`src/rtl/krt_ram.sv`:
```
// ----------------------------------------------------------------------------
// krt_ram
// Simple dual-port synchronous RAM, one write and one registered read port.
// ----------------------------------------------------------------------------
`default_nettype none

module krt_ram #(
  parameter int WIDTH = 8,
  parameter int DEPTH = 64
) (
  input  wire logic                     clk,
  input  wire logic                     we,
  input  wire logic [$clog2(DEPTH)-1:0] waddr,
  input  wire logic [WIDTH-1:0]         wdata,
  input  wire logic [$clog2(DEPTH)-1:0] raddr,
  output logic      [WIDTH-1:0]         rdata
);

  logic [WIDTH-1:0] mem [DEPTH];

  always_ff @(posedge clk) begin
    if (we) begin
      mem[waddr] <= wdata;
    end
    rdata <= mem[raddr];
  end

endmodule

`default_nettype wire
```
`config.mk`:
```
export PLATFORM = sky130hd
export DESIGN_NAME = krt_ram
export DESIGN_NICKNAME = d
export VERILOG_FILES = /design/src/rtl/krt_ram.sv
export SDC_FILE = /design/constraint.sdc
export NUM_CORES = 1
export LEC_CHECK = 0
export BUFFER_PORTS_ARGS = -buffer_cell sky130_fd_sc_hd__buf_4
export CELL_PAD_IN_SITES_DETAIL_PLACEMENT = 2
export CELL_PAD_IN_SITES_GLOBAL_PLACEMENT = 2
export CORE_ASPECT_RATIO = 0.75
export CORE_MARGIN = 2
export CORE_UTILIZATION = 50
export DETAILED_ROUTE_END_ITERATION = 7
export PLACE_DENSITY_LB_ADDON = 0.1
export SETUP_SLACK_MARGIN = 0.5
export SLEW_MARGIN = 0
export SYNTH_ARGS = -nofsm -noshare
export SYNTH_HDL_FRONTEND = slang
export SYNTH_SLANG_ARGS = --single-unit
```
`constraint.sdc`:
```
create_clock -name clk -period 2.55 [get_ports clk]
set_input_delay 0.255 -clock clk [delete_from_list [all_inputs] [get_ports clk]]
set_output_delay 0.255 -clock clk [all_outputs]
set_load 0.01 [all_outputs]
```
Yosys cells after proc, flatten, opt, wreduce, memory -nomap -nowiden
Memory sizes are Yosys's and may differ from the RTL's. A register that Yosys moved wholly into a read port is not among the register bits.
Index checks and enable logic that the tools add are counted.
{"block": "word_totals", "reg_bits": 0, "ramBits": 512, "wordCells": 3, "memories": 1}
{"block": "op_classes", "muxes": 2}
{"name": "mem", "words": 64, "word_bits": 8, "rd": 1, "rd_clocked_by_memory_dff": 1, "wr": 1, "line_no": "19", "rtl": "logic [WIDTH-1:0] mem [DEPTH];"}
{"op": "two-way mux 1 bit", "n": 2}

Logic depth before layout (Yosys ltp)
Gate-level depths: netlist of run 1.
{"block": "depth", "word_depth": 2, "ltp_mapped": 9, "mapped_depth_nobuf": 5}

Worst setup path before layout of run 1
Ideal clock, no wire load.
{"block": "synth_path", "kind": "in2reg", "startpoint": "input raddr[1]", "endpoint": "register rdata[3] (read register of mem)", "setup_ns": 0.128, "arrival_ns": 1.795, "setup_slack_ns": 0.627, "cell_stages": 7, "path_cell_list": "buf_4 buf_2 buf_2 mux4_2 mux4_2 o21ai_1 o41ai_1"}
{"item": "start, declared", "line_no": "15", "rtl": "input wire logic [$clog2(DEPTH)-1:0] raddr,"}
{"item": "end, declared", "line_no": "16", "rtl": "output logic [WIDTH-1:0] rdata"}

==> flow_summary.ini, run 1 <==
[drt]
drt_iter0_drc = 1304
wirelength_mm = 65.04
dr.pass1.iters = 5
num_vias = 10580
wire_per_inst_um = 39.93
ant_nets = 0
vias_per_cell = 6.494
drcViolationCount = 0

[timing]
hold_viol_final = 0
setup_tns_ps = 0
rsz0062_at_grt = false
setup_viol_count_final = 0
relSlewSlack_pct = 41.58
period_share_pct = 77.93
skew_ps = 30.71
fmax_ghz = 0.5032
slew_violations = 0
post-route-min-period_ps = 1987
tightestPinTransition_ps = 876.3
worst_slack_ps = 562.9

[global_routing]
grt_pass1_wl_mm = 91.80
grt_pass1_vias = 11600
antenna_found_initial = 2
grt_max_degree = 65
gr-total-overflow = 0
gr-usage-all-layers_pct = 32.04

[logic_synthesis]
postSynth.asyncResetShare_pct = 0
synthDominantAreaCellType = edfxtp_1
synth_cell_types = 40
ys_top_cells_by_area = edfxtp_1 (76%), mux4_2 (14%), nor2_1 (1.5%), mux2i_1 (1.1%), dfxtp_1 (0.79%)
yosysTopAreaCellShare_pct = 76.24
syn_area_per_cell_um2 = 21.45
netlist_area_mm2 = 0.02017
syn_inst = 940
synth_ff_type = edfxtp_1
ys_seq_area_share_pct = 77.03
synth_edf_count = 512
ys_ff_latch = 520
yosysWarningCount = 0
synth_nets = 962

[clock_tree]
cts_buffer_depth = 3
cts_setup_buffers = 0
cts_inserted_buffers = 50
cts_sinks = 520
cts_tree = built
clkSlewWorstSetupHoldPaths_ps = 70
clk_latency_ps = 600
htree_levels = 2
cts_root_buf = clkbuf_16
holdBufCountCts = 0

[worst_setup_path]
endpoint_kind = flip-flop
path_max_fanout = 1
path_class = flip-flop to flip-flop
cp-start-kind = flip-flop
crit_required_ps = 2990
slowest_delay_ps = 530
cp_cell_sequence = mux4_2 > mux2_2 > a221oi_4 > o2bb2ai_1
slowest_stage = mux4_2
cp_data_arrival_time_ps = 2430

[placed_design]
hpwl_mm = 37.03
place.gp.congestion = 0.8116
dp_slack_ps = -182.0
io_buffers = 29
dpl_cell_area_mm2 = 0.02152
dp.cells = 1536

[status]
status = finished, final reports clean

[floorplanning]
initial_core_util_pct = 50.86
die_area_mm2 = 0.04197
io_pins = 30
dieHeight_um = 177.9
design.core.area_mm2 = 0.03965
row_count = 63
die_w_um = 235.9

[cells_and_area]
final_cells = 1629
final_layout_size_suffix_gt1_share_pct = 31.65
finalInstanceArea_mm2 = 0.02327
antenna_cells = 0
fin_util_pct = 58.69
num-nets-final = 1090
fill_cells = 3172
area_growth_pct = 15.38

[min_path]
hp-class = primary input to flip-flop

[power]
p_leak_nw = 7.476
max-vdd-ir-drop_uv = 753.7
powerDensity_mw_per_mm2 = 791.7

[job]
maxCapViolCount = 0
-- cell usage after synthesis (3+ instances only) --
master and instances:
a211oi_1 4, a21oi_1 3, a221oi_1 6, a22oi_1 3, buf_1 4, buf_2 11
buf_4 13, buf_6 4, clkbuf_1 17, dfxtp_1 8, edfxtp_1 512, mux2_2 13
mux2i_1 23, mux4_2 126, nand2_1 19, nand2b_1 7, nand3_1 13, nand3b_1 3
nor2_1 83, nor2b_1 14, nor3_1 7, o2111ai_1 3, o221ai_1 8, o22ai_1 8
o2bb2ai_1 3
-- routing by layer --
layer | global-route usage (%) | part of all wire [%] | up-vias
met3 | 4.853 | 6.8 | 123
li1 | - | - | 4180
met2 | 53.72 | 49 | 557
met1 | 43.49 | 40 | 5716
met4 | 11.07 | 3.4 | 2
met5 | 0 | 0.020 | -
-- through the flow --
step	power (mW)	hold slack (ps)
floorplan	10.17	353.9
global placement	10.59	670.2
detailed placement	10.67	686.6
CTS	18.52	74.87
global route	18.83	93.16
finish	18.42	105.8
-- path summary, 6_finish.rpt --
path | from | endpoint | slack (ps) | depth (start not counted)
worst max register to register | mem[46][1] | rdata[1] | 560 | 4
worst max-delay path | mem[46][1] | rdata[1] | 560 | 4
worst min-delay path | waddr[1] | mem[49][4] | 110 | 2
worst min register to register | mem[31][6] | rdata[6] | 910 | 3
-- worst max-delay path: cells and delay by family, from the launching register on --
family / cells / cell delay (ps)
mux: 2 / 860
compound gates: 2 / 550
flops: 1 / 430
-- cells in the final DEF (no fill, tap or decap), types with 3 or more instances in the layout --
master / synthesis / layout
a211oi_1: 4 / 4
a21oi_1: 3 / 3
a221oi_1: 6 / 4
a22oi_1: 3 / 3
buf_12: 2 / 5
buf_4: 13 / 121
bufinv_16: 0 / 6
clkbuf_1: 17 / 7
clkbuf_16: 0 / 53
clkbuf_8: 0 / 4
clkinv_1: 0 / 12
clkinv_2: 0 / 11
dfxtp_1: 8 / 8
edfxtp_1: 512 / 512
mux2_2: 13 / 13
mux2i_1: 23 / 23
mux4_2: 126 / 126
nand2_1: 19 / 18
nand2b_1: 7 / 7
nand3_1: 13 / 13
nand3b_1: 3 / 3
nor2_1: 83 / 83
nor2b_1: 14 / 14
nor3_1: 7 / 6
o221ai_1: 8 / 8
o22ai_1: 8 / 6
o2bb2ai_1: 3 / 3
-- kinds of logic (layout without fill, tap and decap cells) --
logic type,count (synthesis),after routing,synth area share (%)
compound gates,54,54,2.072
buf+inv,51,220,1.570
flops,520,520,77.03
mux,162,162,15.94
simple gates,153,153,3.387
-- registers in the layout, summed over array words and instances (netlist names) --
| register | count |
|---|---|
| mem | 512 |
| rdata | 8 |
-- area by class of cell --
cell class	count	area, um^2	share of cell area (%)
Tap cell	520	650.6	2.796
Clock buffer	63	1394	5.990
Sequential cell	520	15530	66.76
Timing Repair Buffer	127	1022	4.393
Clock inverter	30	287.8	1.237
Multi-Input combinational cell	369	4379	18.82
-- report_power, final --
part           leakage (nW)  switching (mW)  total [mW]  internal, mW
clock                 0.830            3.42        7.89          4.47
combinational          1.97           0.657        1.03         0.374
sequential             4.67          0.0448        9.50          9.46
total                  7.48            4.12        18.4          14.3
-- timing repair --
action                     in CTS  in global routing
setup endpoints to repair       3                  5
resized for setup               4                  8
pin swaps                       0                  0
Power figures use the tool's default switching activity.
==> run 2, diff against run 1 <==
--- a/config.mk
+++ b/config.mk
@@ -5,12 +5,13 @@
 export SDC_FILE = /design/constraint.sdc
 export NUM_CORES = 1
 export LEC_CHECK = 0
+export ABC_AREA = 1
 export BUFFER_PORTS_ARGS = -buffer_cell sky130_fd_sc_hd__buf_4
 export CELL_PAD_IN_SITES_DETAIL_PLACEMENT = 2
 export CELL_PAD_IN_SITES_GLOBAL_PLACEMENT = 2
 export CORE_ASPECT_RATIO = 0.75
 export CORE_MARGIN = 2
-export CORE_UTILIZATION = 50
+export CORE_UTILIZATION = 39
 export DETAILED_ROUTE_END_ITERATION = 7
 export PLACE_DENSITY_LB_ADDON = 0.1
 export SETUP_SLACK_MARGIN = 0.5
==> constraint.sdc (replaced) <==
create_clock -name clk -period 1.75 [get_ports clk]
set_input_delay 0.175 -clock clk [delete_from_list [all_inputs] [get_ports clk]]
set_output_delay 0.175 -clock clk [all_outputs]
set_load 0.01 [all_outputs]
==> flow_summary.ini, run 2 <==
[timing]
tightestPinTransition_ps = 810.8
setup_tns_ps = 0
rsz0062_at_grt = true
worst_slack_ps = 474.9
period_share_pct = 72.86
whs_ps = 41.69
slew_violations = 0
hold_viol_final = 0
post-route-min-period_ps = 1275
setup_viol_count_final = 0
skew_ps = 17.63
fmax_ghz = 0.7843
relSlewSlack_pct = 45.75

[power]
p_leak_nw = 9.291
max-vdd-ir-drop_uv = 840.2
powerDensity_mw_per_mm2 = 1054

[drt]
maxUsedRoutingLayer = met4
wl_met3_mm = 2.683
wl_met1_mm = 32.15
wl_met2_mm = 32.98
dr.pass1.iters = 5
wire_per_inst_um = 26.01
num_vias = 14530
vias_per_cell = 5.451
ant_nets = 0
wirelength_mm = 69.32
drt_iter0_drc = 1071
drcViolationCount = 0

[logic_synthesis]
syn_area_per_cell_um2 = 11.82
yosysMostFrequentCell = nand2_1
synth_nets = 1827
yosysWarningCount = 0
yosysTopAreaCellShare_pct = 72.05
synth_ff_type = edfxtp_1
postSynth.asyncResetShare_pct = 0
synth_edf_count = 512
ys_ff_latch = 520
syn_inst = 1805
netlist_area_mm2 = 0.02134
synthDominantAreaCellType = edfxtp_1
ys_top_cells_by_count = nand2_1 (648), edfxtp_1 (512), nand3_1 (439)
ys_seq_area_share_pct = 72.80
ys_top_cells_by_area = edfxtp_1 (72%), nand2_1 (11%), nand3_1 (10%), buf_6 (1.8%), nor2_1 (0.99%)
synth_cell_types = 16

[floorplanning]
dieHeight_um = 206.6
design.core.area_mm2 = 0.05426
die_w_um = 274.1
initial_core_util_pct = 39.33
row_count = 74
die_area_mm2 = 0.05662
io_pins = 30

[worst_setup_path]
path_delay_family = flip-flops
path_max_fanout = 1
cp_cell_sequence = buf_6
crit_required_ps = 1570
slowest_stage = dfxtp_4
crit_buf_inv = 1
path_class = flip-flop to output pin
cp_data_arrival_time_ps = 1100
slowest_delay_ps = 390
cp-start-kind = flip-flop
endpoint_kind = output pin

[placed_design]
dp_slack_ps = -93.67
place.gp.congestion = 0.7775
io_buffers = 29
hpwl_mm = 42.99

[global_routing]
grt_pass1_vias = 15690
antenna_found_initial = 0
gr-usage-all-layers_pct = 24.88
grt_pass1_wl_mm = 103.2
gr-total-overflow = 0
grt_max_degree = 65

[clock_tree]
clkSlewWorstSetupHoldPaths_ps = 60
cts_tree = built
cts_sinks = 520
cts_root_buf = clkbuf_16
clk_latency_ps = 600
cts_buffer_depth = 3
cts_inserted_buffers = 53
htree_levels = 2

[status]
status = finished, final reports clean

[cells_and_area]
fill_cells = 5312
final_layout_size_suffix_gt1_share_pct = 24.09
largest_reg_flops = 512
top_register = mem
layout_commonest_cell = nand2_1
final_cell_mix = nand2_1 (589), edfxtp_1 (512), nand3_1 (311), nand3_2 (116), buf_4 (115)
area_growth_pct = 21.50
biggestRegsByFlops = mem x512, rdata x8
antenna_cells = 0
num-nets-final = 1926

[min_path]
hp-class = primary input to flip-flop

[job]
maxCapViolCount = 0
==> run 2: changes by cell type after synthesis, moves of 8 or more <==
cell	previous run	this run
mux2_2	13	0
nor2b_1	14	0
inv_1	0	10
nor2_1	83	56
nand2_1	19	648
mux2i_1	23	0
o221ai_1	8	0
buf_2	11	37
o22ai_1	8	0
nand3_1	13	439
mux4_2	126	0
buf_6	4	35
==> run 2: per-stage QoR <==
step	std cells	util (%)	power [mW]	area, um^2
global placement	2568	42.96	16.05	23310
floorplan	1805	-	15.11	21750
CTS	2665	46.65	27.44	25310
detailed placement	2568	42.96	16.11	23310
global route	2665	47.78	28.15	25930
finish	2665	47.78	27.32	25930
==> run 2: cell families after synthesis <==
kind of cell / share of synthesized area, %
simple gates: 23.18
flops: 72.80
buf+inv: 4.022
==> run 2: final timing paths <==
path,startpoint,slack (ps),cells after the start,end
setup / recovery,rdata[1],470,1,rdata[1]
hold / removal,raddr[4],40,5,rdata[6]
setup reg to reg,mem[51][3],510,8,rdata[3]
hold reg to reg,mem[4][7],840,8,rdata[7]
==> run 2: cell type report <==
type                       count  area [um^2]  share of cell area (%)
clock buffer                  62         1360                   5.246
inverter                      12        73.82                  0.2847
sequential                   520        15550                   59.99
clock inverter                32        301.5                   1.163
timing repair buffer         157         1607                   6.197
tap                          722        903.4                   3.484
multi-input combinational   1160         6127                   23.63
==> run 2: power by group <==
part	switching, mW	internal, mW
clock	4.85	6.40
combinational	1.55	0.680
sequential	0.0576	13.8
==> run 2: routing by layer <==
metal	vias to the layer above	track usage, %
met3	93	2.961
met5	-	0
li1	6548	-
met1	7609	35.17
met2	278	40.96
met4	0	6.677
==> run 2: repair_timing <==
action / in CTS / in global routing
resized for setup: 79 / 138
hold endpoints to repair: 20 / 0
endpoints found under the setup margin: 16 / 16
hold buffers: 3 / 0
pin swaps: 8 / 59
buffers inserted: 0 / 0
